==> src/tfte_pkg.sv <==
// ----------------------------------------------------------------------------
// TCP flow table package
// Shared entry type, mode and status codes and field widths.
// ----------------------------------------------------------------------------
`default_nettype none
package tfte_pkg;

    localparam int COUNT_W     = 13;
    localparam int TIMEOUT_W   = 31;
    localparam int BKT_FIELD_W = 10;
    localparam int IN_DATA_W   = 200;
    localparam int IN_USER_W   = 3;
    localparam int OUT_DATA_W  = 152;
    localparam int OUT_USER_W  = 3;

    localparam logic [TIMEOUT_W-1:0] TIMEOUT_RST = 31'd120;

    localparam logic [2:0] MODE_LOC    = 3'd0;
    localparam logic [2:0] MODE_LOOKUP = 3'd1;
    localparam logic [2:0] MODE_UPDATE = 3'd2;
    localparam logic [2:0] MODE_DELETE = 3'd3;
    localparam logic [2:0] MODE_SWEEP  = 3'd4;

    localparam logic [2:0] ST_FOUND     = 3'd0;
    localparam logic [2:0] ST_CREATED   = 3'd1;
    localparam logic [2:0] ST_NOT_FOUND = 3'd2;
    localparam logic [2:0] ST_FULL      = 3'd3;
    localparam logic [2:0] ST_DELETED   = 3'd4;
    localparam logic [2:0] ST_UPDATED   = 3'd5;
    localparam logic [2:0] ST_SWEPT     = 3'd6;

    localparam logic [3:0] CONN_CLOSED = 4'd0;

    typedef struct packed {
        logic        valid;
        logic [63:0] addrs;
        logic [31:0] ports;
        logic [3:0]  conn_state;
        logic [31:0] seq;
        logic [31:0] ack;
        logic [31:0] stamp;
    } t_entry;

endpackage
`default_nettype wire

==> src/tfte_hash.sv <==
// ----------------------------------------------------------------------------
// TCP flow table hash unit
// Shift-add-xor hash over four key words, one word per cycle, then a
// remainder by the bucket count through a reciprocal multiply and one
// correcting subtract unless the bucket count is a power of two.
// ----------------------------------------------------------------------------
`default_nettype none
module tfte_hash #(
    parameter int BUCKETS = 1024,
    localparam int BKT_W  = $clog2(BUCKETS)
) (
    input  wire logic             i_clk,
    input  wire logic             i_rst_n,
    input  wire logic             i_start,
    input  wire logic [31:0]      i_a0,
    input  wire logic [31:0]      i_a1,
    input  wire logic [15:0]      i_p0,
    input  wire logic [15:0]      i_p1,
    output logic                  o_done,
    output logic [BKT_W-1:0]      o_bucket
);
    import tfte_pkg::*;

    localparam bit          IS_POW2 = (BUCKETS & (BUCKETS - 1)) == 0;
    localparam longint      RECIP   = (longint'(1) << 32) / longint'(BUCKETS);
    localparam logic [31:0] RECIP_W = 32'(RECIP);
    localparam logic [31:0] BKT_VAL = 32'(BUCKETS);

    typedef enum logic [2:0] {H_IDLE, H_MIX, H_QUOT, H_REM, H_FIX, H_DONE} t_hstate;

    t_hstate           r_state;
    logic [31:0]       r_h;
    logic [31:0]       r_word [4];
    logic [1:0]        r_cnt;
    logic [31:0]       r_q;
    logic [31:0]       r_rem;
    logic [31:0]       n_mix;
    logic [63:0]       n_prod;

    assign n_mix   = ((r_h << 5) + r_h) ^ r_word[0];
    assign n_prod  = 64'(r_h) * 64'(RECIP_W);
    assign o_done  = r_state == H_DONE;
    assign o_bucket = IS_POW2 ? r_h[BKT_W-1:0] : r_rem[BKT_W-1:0];

    // The quotient estimate is at most one below the true quotient, so a
    // single compare and subtract finishes the remainder.
    always_ff @(posedge i_clk) begin
        if (!i_rst_n) begin
            r_state <= H_IDLE;
            r_cnt   <= '0;
        end else begin
            case (r_state)
                H_IDLE: begin
                    if (i_start) begin
                        r_h       <= 32'd5381;
                        r_word[0] <= i_a0;
                        r_word[1] <= i_a1;
                        r_word[2] <= {16'd0, i_p0};
                        r_word[3] <= {16'd0, i_p1};
                        r_cnt     <= '0;
                        r_state   <= H_MIX;
                    end
                end
                H_MIX: begin
                    r_h       <= n_mix;
                    r_word[0] <= r_word[1];
                    r_word[1] <= r_word[2];
                    r_word[2] <= r_word[3];
                    r_cnt     <= r_cnt + 2'd1;
                    if (r_cnt == 2'd3) begin
                        r_state <= IS_POW2 ? H_DONE : H_QUOT;
                    end
                end
                H_QUOT: begin
                    r_q     <= n_prod[63:32];
                    r_state <= H_REM;
                end
                H_REM: begin
                    r_rem   <= r_h - r_q * BKT_VAL;
                    r_state <= H_FIX;
                end
                H_FIX: begin
                    r_rem   <= (r_rem >= BKT_VAL) ? r_rem - BKT_VAL : r_rem;
                    r_state <= H_DONE;
                end
                default: begin
                    r_state <= H_IDLE;
                end
            endcase
        end
    end

endmodule
`default_nettype wire

==> config.mk <==
export PLATFORM = sky130hd
export DESIGN_NAME = tfte_hash
export DESIGN_NICKNAME = d
export VERILOG_FILES = /design/src/tfte_pkg.sv /design/src/tfte_hash.sv
export SDC_FILE = /design/constraint.sdc
export NUM_CORES = 1
export LEC_CHECK = 0
export BUFFER_PORTS_ARGS = -buffer_cell sky130_fd_sc_hd__buf_2
export CORE_ASPECT_RATIO = 0.6
export CORE_MARGIN = 1.5
export CORE_UTILIZATION = 30
export DETAILED_ROUTE_END_ITERATION = 6
export HOLD_SLACK_MARGIN = 0.05
export PLACE_DENSITY = 0.53
export SYNTH_ARGS = -nofsm -noshare
export SYNTH_HDL_FRONTEND = slang
export SYNTH_SLANG_ARGS = --single-unit
==> constraint.sdc <==
create_clock -name i_clk -period 12.3 [get_ports i_clk]
set_clock_uncertainty 0.2 [all_clocks]
set_input_delay 2.46 -clock i_clk [delete_from_list [all_inputs] [get_ports i_clk]]
set_output_delay 2.46 -clock i_clk [all_outputs]
set_load 0.02 [all_outputs]
; Word-level counts from Yosys, hierarchy flattened
; Memories as Yosys holds them, arrays and structs flattened.
; Index checks and enable logic that the tools add are counted.
; W data, S select, Z words.
[totals]
register_bits = 37
mem_bits_rw = 128
input_bits = 99
out_inout_bits = 11
elab_cells = 40
memories = 1
[op_classes]
add_sub_neg = 2
n_eq_ne = 8
mux = 17
bitwise = 4
reduce_logical = 5
[mem_list]
columns = name, words, width, read_ports, rd_clocked_by_memory_dff, write_ports, line_no
row1 = r_word, 4, 32, 4, 0, 4, tfte_hash.sv:33  ; logic [31:0] r_word [4];
[ops]
columns = cell, n
row1 = $mux W32, 4
row2 = $pmux W32 S2, 1
row3 = $add A32 B32 Y32, 1
row4 = $xor A32 B32 Y32, 1
row5 = $pmux W3 S5, 1
row6 = $mux W1, 7
row7 = $eq A3 B2 Y1 const B, 2
row8 = $eq A3 B3 Y1 const B, 2
row9 = $mux W3, 2
row10 = $ne A2 B2 Y1 const B, 2
row11 = $pmux W2 S2, 1
row12 = $reduce_and A2 Y1, 2
row13 = $eq A3 B1 Y1 const B, 1
row14 = $logic_not A3 Y1, 1
row15 = $or A1 B1 Y1, 3
row16 = $reduce_and A3 Y1, 1
row17 = $add A2 B1 Y2 const B, 1
row18 = $eq A2 B2 Y1 const B, 1
row19 = $mux W2, 1
row20 = $reduce_bool A2 Y1, 1

; Longest topological paths before layout
; Gate-level depths: netlist of the first run.
[logic_depth]
word_depth = 5
mapped_depth = 6
mapped_depth_nobuf = 5

; Least setup slack after synthesis of the first run
; Ideal clock, no wire load.
[synth_path]
path_type = input-to-reg
startpoint = input port i_rst_n
endpoint = memory r_word[0][0], enable pin
setup_ns = 0.493
t_arrival_ns = 5.555
required_time_ns = 11.607
setup_slack_ns = 6.052
cell_stages = 2
n_path_buf = 0
cell_sequence = inv_1 -> nor4_1
[synth_rtl]
columns = item, line_no
row1 = "start, declared", tfte_hash.sv:13  ; input wire logic i_rst_n,
row2 = "end, declared", tfte_hash.sv:33

; Final worst setup path of the first run
[layout_path]
startpoint = input port i_rst_n
endpoint = register r_h[6], enable pin
[layout_via]
elab_chain_len = 1
[layout_lines]
columns = item, line_no
row1 = $reduce_and A3 Y1 (no line), --
row2 = "end signal, assigned", tfte_hash.sv:65  ; r_h <= n_mix;
row3 = "end, declared", tfte_hash.sv:32  ; logic [31:0] r_h;
; Every way passes these cells.
; A chain may end at the register's enable or synchronous reset.

==> impl_metrics.csv, run 1 <==
group,metric,value,unit
run_status,status,"complete, no violations",
timing,fmax,248,MHz
yosys,yosysMostFrequentCell,"edfxtp_1",
timing,rsz0062_at_grt,"no",
hold_path,min_from,"r_cnt[0]$_SDFFE_PN0P_",
floorplanning,initial_core_util,30.7,%
placement,hpwl,2.95,mm
yosys,async_reset_ff_share,0,%
yosys,synthTopCellsByArea,"edfxtp_1, mux2_4, dfxtp_1",
routing,drtIter0Drc,37,
yosys,yosys_warnings,0,
grt,grt_pass1_wl,6.69,mm
grt,antenna_found_initial,0,
finish,drive_above_1_share,45.5,%
placement,globalplace.congestion,0.732,
timing,tightest_slew,1.20,ns
cts,numCtsBuffers,5,
routing,ant_nets,0,
job,drv_cap,0,
yosys,synth_ff_type,"edfxtp_1",
routing,wire_per_inst,13.2,um
yosys,synthesis.area,2590,um^2
worst_setup_path,cp_max_fo,10,
routing,vias,1322,
placement,numPortBuffers,53,
grt,grt_max_degree,31,
yosys,yosys-top-cells-count,"edfxtp_1, mux2_4, nor2_1",
grt,grt-ovfl-total,0,
worst_setup_path,cp.arrival,3.74,ns
floorplanning,die_x,123,um
cts,clkLatencyLatePin,0.28,ns
cts,cts_resized,0,
cts,cts.path.max_buffers,2,
timing,finalSetupViolCount,0,
worst_setup_path,worst_r2r_startpoint,"r_state[2]$_SDFFE_PN0P_",
floorplanning,io_pins,110,
cts,hold_buffers,0,
hold_path,hold_class,"reg2reg",
yosys,synth_nets,259,
timing,fin_crit,4.04,ns
cts,clkTransAtPathRegs,0.06,ns
worst_setup_path,cp-end-kind,"register",
grt,grt_usage,9.89,%
placement,post-place-ws,7.89,ns
yosys,ys_seq_area_share,61.8,%
routing,drt_wl_total,4.24,mm
cts,cts_tree,"done",
yosys,avgSynthCellArea,16.8,um^2
floorplanning,rows,26,
routing,firstDrtPassIters,4,
timing,final_max_slew_viol_count,0,
cts,post_cts_buffers,0,
yosys,ys_types,33,
routing,viasPerCell,4.12,
pwr,peakVddDrop,0.0000617,V
cts,root_buffer,"clkbuf_16",
cts,cts_htree_levels,2,
timing,slew_headroom,19.1,%
cts,clkSinkCount,55,
yosys,synth_area_leader_cell,"edfxtp_1",
pwr,p_per_area,134,nW/um^2
yosys,netlist_instances,154,
grt,grt_pass1_vias,1292,
floorplanning,dieArea,9230,um^2
timing,setup_slack,8.26,ns
yosys,synth.top_cell.area_share,57.9,%
timing,hold_viol_final,0,
finish,area_growth_syn_to_layout,18.4,%
pwr,cellLeakagePower,1.21,nW
timing,period_share,32.8,%
finish,fin_util,36.3,%
routing,route.detailed.drc,0,
worst_setup_path,cp-startpoint,"i_rst_n",
yosys,synth-edff-count,50,
floorplanning,coreArea,8460,um^2
floorplanning,die_h,75.0,um
timing,tns,0,ns
timing,holdWs,0.300,ns
worst_setup_path,cp_data_required_time,12.00,ns
worst_setup_path,start_kind,"input pin",
worst_setup_path,critPathKind,"in2reg",
finish,num-nets-final,313,
yosys,synth-seq-cells,55,
finish,antennaDiodeCount,0,
-- routing by layer --
metal | wire (um) | part of all wire [%] | track usage, %
met1 | 2110 | 50 | 13.7
met2 | 1800 | 42 | 14.3
met3 | 319 | 7.5 | 4.32
met4 | 9 | 0.21 | 2.30
met5 | 0 | 0 | 0
-- worst max-delay path, cell delays in order --
cell	delay [ns]
buf_2	0.09
inv_1	0.17
nor4_2	1.02
-- registers in the layout, summed over array words and instances (netlist names) --
| name | flops |
|---|---|
| r_word | 40 |
| r_cnt | 2 |
| r_h | 10 |
| r_state | 3 |
-- cell families after synthesis --
| kind of cell | share of synthesized area (%) |
|---|---|
| compound gates | 3.09 |
| fa+ha+maj | 3.19 |
| flops | 61.8 |
| buf+inv | 3.62 |
| mux | 17.4 |
| xor+xnor | 3.91 |
| simple gates | 7.05 |
-- metrics by stage --
step / area, um^2 / cells / total power, mW
2_1_floorplan: 2590 / 154 / 0.267
3_3_place_gp: 2930 / 313 / 0.280
3_5_place_dp: 2930 / 313 / 0.281
4_1_cts: 3070 / 321 / 0.416
5_1_grt: 3070 / 321 / 0.429
6_report: 3070 / 321 / 0.410
-- path summary, 6_finish.rpt --
check                                               to  slack (ns)  depth (start not counted)
worst max-delay path              r_h[6]$_SDFFCE_PN0P_        8.26                          3
worst min-delay path             r_cnt[0]$_SDFFE_PN0P_        0.30                          1
worst max register to register  r_word[0][4]$_DFFE_PP_        9.75                          3
worst min register to register   r_cnt[0]$_SDFFE_PN0P_        0.30                          1
-- report_power, final --
group	total, mW	internal [mW]	switching (mW)
Clock	0.135	0.0754	0.0592
Sequential	0.224	0.218	0.00565
Combinational	0.0517	0.0279	0.0238
-- cells in the final DEF (no fill, tap or decap), types with 5 or more instances in the layout --
cell / instances
nand2_1: 6
nor2_1: 10
mux2_4: 30
clkbuf_16: 5
edfxtp_1: 50
ha_1: 5
dfxtp_1: 5
buf_2: 53
a21oi_1: 5
xnor2_1: 7
-- cell type report --
type	count	area, um^2
fillers	823	5390
flip-flops and latches	55	1600
multi-input cells	91	915
repair buffers	54	273
well taps	112	140
clock buffers	7	133
clock inverters	1	5.00
inverters	1	3.75
Power figures use the tool's default switching activity.
==> run 2: changes to the inputs <==
- ABC_AREA: unset -> 1
- PLACE_DENSITY: 0.53 -> 0.56
- clock period: 12.3 -> 3.5 ns (I/O delays scaled with it)
==> run 2 against run 1 <==
Power rose to 3.9 times the previous value. Via count rose by 28%. Non-clock buffer count increased by 4. Critical path type is now reg2reg. Largest cell class unchanged. Highest routed layer unchanged.
==> impl_metrics.csv, run 2 <==
group,metric,value,unit
yosys,synth-seq-cells,55,
timing,setup_slack,1.33,ns
timing,tns,0,ns
pwr,p_per_area,527,nW/um^2
finish,antennaDiodeCount,0,
grt,grt_pass1_wl,7.94,mm
routing,firstDrtPassIters,4,
hold_path,min_from,"r_cnt[0]$_SDFFE_PN0P_",
cts,clkSinkCount,55,
worst_setup_path,worst_r2r_startpoint,"r_state[2]$_SDFFE_PN0P_",
worst_setup_path,rr_endpoint,"r_word[1][2]$_DFFE_PP_",
yosys,async_reset_ff_share,0,%
hold_path,hold_class,"reg2reg",
placement,numPortBuffers,53,
pwr,cellLeakagePower,1.29,nW
floorplanning,coreArea,8070,um^2
floorplanning,dieArea,9130,um^2
yosys,ys_types,23,
timing,slew_headroom,36.0,%
timing,finalSetupViolCount,0,
cts,cts.path.max_buffers,2,
cts,clkLatencyLatePin,0.29,ns
yosys,ys_seq_area_share,62.4,%
job,drv_cap,0,
finish,final_common_cell,"nand2_1",
grt,grt_pass1_vias,1593,
worst_setup_path,cp-end-kind,"register",
yosys,yosys_warnings,0,
yosys,yosysMostFrequentCell,"nand2_1",
finish,num-nets-final,393,
cts,numCtsBuffers,5,
finish,drive_above_1_share,26.3,%
yosys,yosys-top-cells-count,"nand2_1, edfxtp_1, nand3_1",
worst_setup_path,reg2reg_slack,1.33,ns
yosys,avgSynthCellArea,10.9,um^2
cts,cts_resized,0,
cts,root_buffer,"clkbuf_16",
grt,grt_max_degree,38,
routing,wirelength_met1,2.66,mm
timing,fin_crit,2.17,ns
routing,vias,1687,
timing,rsz0062_at_grt,"no",
finish,regMostFlops,"r_word",
timing,tightest_slew,0.957,ns
routing,route.detailed.drc,0,
hold_path,whs_path_depth,1,
yosys,synth_area_leader_cell,"edfxtp_1",
pwr,power_frac_clock,31.2,%
timing,period_share,62.0,%
yosys,synth_ff_type,"edfxtp_1",
cts,hold_buffers,0,
routing,wl_met3,306,um
pwr,power_frac_seq,51.6,%
pwr,peakVddDrop,0.000266,V
finish,area_growth_syn_to_layout,19.0,%
routing,drt_wl_total,5.05,mm
yosys,synth_nets,340,
worst_setup_path,cp.arrival,2.02,ns
cts,cts_htree_levels,2,
worst_setup_path,cp_max_fo,30,
yosys,netlist_instances,235,
worst_setup_path,start_kind,"register",
floorplanning,rows,25,
run_status,status,"complete, no violations",
floorplanning,die_h,74.6,um
placement,post-place-ws,1.12,ns
finish,fillers,828,
timing,hold_viol_final,0,
yosys,synth.top_cell.area_share,58.5,%
worst_setup_path,critPathKind,"reg2reg",
pwr,switchingPower,0.423,mW
worst_setup_path,reg2reg_depth,6,
floorplanning,initial_core_util,31.8,%
grt,grt_usage,12.1,%
timing,fmax,461,MHz
placement,hpwl,3.45,mm
yosys,synthTopCellsByArea,"edfxtp_1, nand2_1, nand3_1",
routing,ant_nets,0,
pwr,total_power,1.61,mW
yosys,synthesis.area,2560,um^2
finish,fin_util,37.8,%
finish,final_cell_mix,"nand2_1, buf_2, edfxtp_1",
grt,grt-ovfl-total,0,
routing,dr.max_layer_used,"met4",
routing,wl_met2,1.99,mm
routing,drtIter0Drc,83,
timing,final_max_slew_viol_count,0,
finish,largest_reg_flops,40,
hold_path,hold-path-endpoint,"r_cnt[0]$_SDFFE_PN0P_",
routing,wire_per_inst,12.7,um
floorplanning,die_x,122,um
cts,post_cts_buffers,0,
worst_setup_path,cp_data_required_time,3.35,ns
floorplanning,io_pins,110,
cts,cts_tree,"done",
cts,clkTransAtPathRegs,0.07,ns
pwr,p_int,1.19,mW
routing,viasPerCell,4.25,
pwr,p_comb_share,17.1,%
placement,postPlaceCellArea,2910,um^2
finish,design_area,3050,um^2
grt,antenna_found_initial,0,
yosys,synth-edff-count,50,
placement,globalplace.congestion,0.740,
finish,reg_top3,"r_word: 40 flops, r_h: 10 flops, r_state: 3 flops",
pwr,swShare,26.3,%
run 2: cells by family (layout without fill, tap and decap cells):
logic type / after synthesis / count (layout) / share of synthesized area [%]
simple gates: 130 / 130 / 22.8
compound gates: 12 / 12 / 2.44
flops: 55 / 55 / 62.4
xor+xnor: 10 / 10 / 3.41
fa+ha+maj: 6 / 6 / 3.22
buf+inv: 22 / 76 / 5.71
run 2: worst max-delay path by stage:
stage                     slack (ns)                endpoint  cells after the start                     from
after floorplan                 0.44  r_word[0][0]$_DFFE_PP_                      3                  i_rst_n
final                           1.33  r_word[1][2]$_DFFE_PP_                      6  r_state[2]$_SDFFE_PN0P_
after CTS                       1.30  r_word[1][0]$_DFFE_PP_                      6  r_state[2]$_SDFFE_PN0P_
after global routing            1.09  r_word[2][4]$_DFFE_PP_                      5  r_state[0]$_SDFFE_PN0P_
after global placement          1.12  r_word[0][0]$_DFFE_PP_                      4                  i_rst_n
after detailed placement        1.12  r_word[1][4]$_DFFE_PP_                      4                  i_rst_n
run 2: metrics by stage:
step / instances / hold WS [ns]
2_1_floorplan: 235 / 0.228
4_1_cts: 397 / 0.261
6_report: 397 / 0.258
3_5_place_dp: 389 / 0.251
3_3_place_gp: 389 / 0.241
5_1_grt: 397 / 0.303
run 2: power by group through the flow:
stage / clock, mW / sequential (mW) / combinational [mW]
after floorplan: 0 / 0.856 / 0.200
after CTS: 0.527 / 0.832 / 0.280
after global placement: 0 / 0.844 / 0.274
after global routing: 0.543 / 0.837 / 0.313
final: 0.503 / 0.831 / 0.276
after detailed placement: 0 / 0.847 / 0.279
run 2: routing by layer:
layer / up-vias / track usage [%]
li1: 902 / -
met1: 733 / 16.4
met2: 46 / 17.6
met3: 6 / 3.86
met4: 0 / 6.20
met5: - / 0
run 2: critical path, cell delays in order (launching register included):
cell	delay, ns
dfxtp_1	0.34
inv_2	0.10
nand3_2	0.26
inv_2	0.13
nand2_1	0.57
nand2_1	0.26
nand2_1	0.06
run 2: layout make-up:
| cell class | instances | area (um^2) | share of cell area, % |
|---|---|---|---|
| well taps | 108 | 135 | 4.43 |
| repair buffers | 58 | 303 | 9.92 |
| flip-flops and latches | 55 | 1600 | 52.5 |
| multi-input cells | 158 | 828 | 27.1 |
| clock buffers | 7 | 143 | 4.67 |
| clock inverters | 1 | 5.00 | 0.164 |
| inverters | 10 | 37.5 | 1.23 |
==> run 3: changes to the inputs <==
- PLACE_DENSITY: 0.56 -> 0.54
- clock period: 3.5 -> 2.1 ns (I/O delays scaled with it)
==> run 3 against run 2 <==
Non-clock buffer count is 3 higher. Worst hold slack worse by 0.15 ns. Critical path depth is 2 higher. First-iteration DRC count is 6.0% lower. Clock-buffer cell count is 1 lower. Sequential power is 66% higher. Design area is 0.53% higher. Core utilization is 0.20 points higher. Largest cell class unchanged. Largest power group unchanged. Highest routed layer unchanged.
==> impl_metrics.csv, run 3 (same netlist as run 2, synthesis figures left out) <==
group,metric,value,unit
finish,area_growth_syn_to_layout,19.7,%
timing,final_max_slew_viol_count,0,
timing,setup_slack,0.164,ns
floorplanning,die_x,122,um
routing,ant_nets,0,
worst_setup_path,cp-end-kind,"register",
worst_setup_path,cpPeakStageDelay,0.42,ns
routing,route.detailed.drc,0,
finish,reg_top3,"r_word: 40 flops, r_h: 10 flops, r_state: 3 flops",
worst_setup_path,worst_r2r_startpoint,"r_h[5]$_SDFFCE_PN0P_",
timing,fin_crit,1.94,ns
pwr,p_per_area,856,nW/um^2
finish,largest_reg_flops,40,
finish,final_cell_mix,"nand2_1, buf_2, edfxtp_1",
grt,antenna_found_initial,0,
cts,clkSinkCount,55,
routing,drtIter0Drc,78,
hold_path,whs_path_depth,1,
pwr,peakVddDrop,0.000287,V
worst_setup_path,cp.arrival,1.78,ns
timing,slew_headroom,71.7,%
grt,grt_max_degree,38,
job,drv_cap,0,
floorplanning,coreArea,8070,um^2
grt,grt-ovfl-total,0,
worst_setup_path,critPathKind,"reg2reg",
timing,fmax,516,MHz
finish,antennaDiodeCount,0,
routing,vias,1737,
finish,stdcell_count,398,
worst_setup_path,rr_endpoint,"r_h[9]$_SDFFCE_PN0P_",
timing,tns,0,ns
floorplanning,die_h,74.6,um
timing,period_share,92.2,%
worst_setup_path,cp_data_required_time,1.95,ns
worst_setup_path,reg2reg_depth,8,
worst_setup_path,path_cells,"ha_1 -> fa_1 -> inv_1 -> nor2_1 -> nor2_1 -> nand3_1 -> nand2_1 -> nor2_1",
pwr,total_power,2.63,mW
floorplanning,io_pins,110,
hold_path,min_from,"i_p1[8]",
placement,hpwl,3.46,mm
timing,finalSetupViolCount,0,
cts,clkTransAtPathRegs,0.06,ns
cts,cts_htree_levels,2,
cts,numCtsBuffers,5,
pwr,cellLeakagePower,1.29,nW
routing,viasPerCell,4.36,
run_status,status,"complete, no violations",
timing,rsz0062_at_grt,"no",
grt,grt_usage,12.0,%
floorplanning,rows,25,
cts,cts_resized,0,
hold_path,hold_class,"in2reg",
finish,drive_above_1_share,26.6,%
routing,wire_per_inst,12.5,um
worst_setup_path,crit_top_cell,"nor2_1",
floorplanning,dieArea,9130,um^2
finish,num-nets-final,396,
placement,globalplace.congestion,0.741,
cts,post_cts_buffers,0,
worst_setup_path,slowest_stage,"fa_1",
cts,cts_tree,"done",
floorplanning,initial_core_util,31.8,%
finish,final_common_cell,"nand2_1",
cts,hold_buffers,0,
finish,regMostFlops,"r_word",
placement,numPortBuffers,53,
grt,grt_pass1_wl,8.09,mm
cts,root_buffer,"clkbuf_16",
cts,cts.path.max_buffers,2,
placement,place_inst,392,
placement,post-place-ws,0.168,ns
timing,hold_viol_final,0,
routing,firstDrtPassIters,5,
hold_path,hold-path-endpoint,"r_word[3][8]$_DFFE_PP_",
cts,clkLatencyLatePin,0.28,ns
worst_setup_path,start_kind,"register",
grt,grt_pass1_vias,1636,
worst_setup_path,reg2reg_slack,0.16,ns
timing,tightest_slew,0.425,ns
worst_setup_path,cp_max_fo,2,
routing,drt_wl_total,4.99,mm
## run 3: cell count changes in the layout (fill, tap and decap cells not counted)
cell      delta
clkinv_2     -1
buf_4        +2
clkbuf_8     -1
buf_12       +1
## run 3: report_power, final
group          internal [mW]  switching [mW]  total, mW  leakage [nW]
combinational          0.184           0.292      0.476         0.722
sequential              1.33          0.0501       1.38         0.508
clock                  0.429           0.337      0.767        0.0628
total                   1.95           0.680       2.63          1.29
## run 3: through the flow
step                util (%)  hold WS [ns]  cell area (um^2)
floorplan                  -         0.228              2580
global placement        36.4         0.246              2940
detailed placement      36.4         0.256              2940
CTS                     38.0        0.0951              3070
global route            38.0        0.0900              3070
finish                  38.0         0.105              3070
## run 3: how the worst max path moves through the flow
| stage | start | end | slack, ns | cells past startpoint |
|---|---|---|---|---|
| after global routing | r_h[5]$_SDFFCE_PN0P_ | r_h[9]$_SDFFCE_PN0P_ | 0.07 | 8 |
| after global placement | r_h[5]$_SDFFCE_PN0P_ | r_h[9]$_SDFFCE_PN0P_ | 0.19 | 8 |
| after CTS | r_h[5]$_SDFFCE_PN0P_ | r_h[9]$_SDFFCE_PN0P_ | 0.15 | 8 |
| final | r_h[5]$_SDFFCE_PN0P_ | r_h[9]$_SDFFCE_PN0P_ | 0.16 | 8 |
| after floorplan | r_h[0]$_SDFFCE_PN1P_ | r_h[7]$_SDFFCE_PN0P_ | 0.13 | 5 |
| after detailed placement | r_h[5]$_SDFFCE_PN0P_ | r_h[9]$_SDFFCE_PN0P_ | 0.17 | 8 |
## run 3: worst max-delay path: cells and delay by family, from the launching register on
kind	cells	cell delay, ns
adder cells (fa/ha/maj)	2	0.66
buffers and inverters	1	0.07
flip-flops	1	0.40
AND/OR/NAND/NOR	5	0.37
## run 3: final cells by class
cell class | instances | area [um^2]
flip-flops and latches | 55 | 1600
multi-input cells | 158 | 828
well taps | 108 | 135
clock buffers | 6 | 129
fillers | 835 | 5000
inverters | 10 | 37.5
repair buffers | 61 | 338
## run 3: routing by layer
metal | GRT usage, % | vias up | routed length, um | part of all wire (%)
met3 | 4.55 | 8 | 384 | 7.7
met4 | 3.88 | 0 | 54 | 1.1
met5 | 0 | - | 0 | 0
li1 | - | 904 | - | -
met2 | 16.9 | 57 | 2030 | 41
met1 | 17.2 | 768 | 2530 | 51
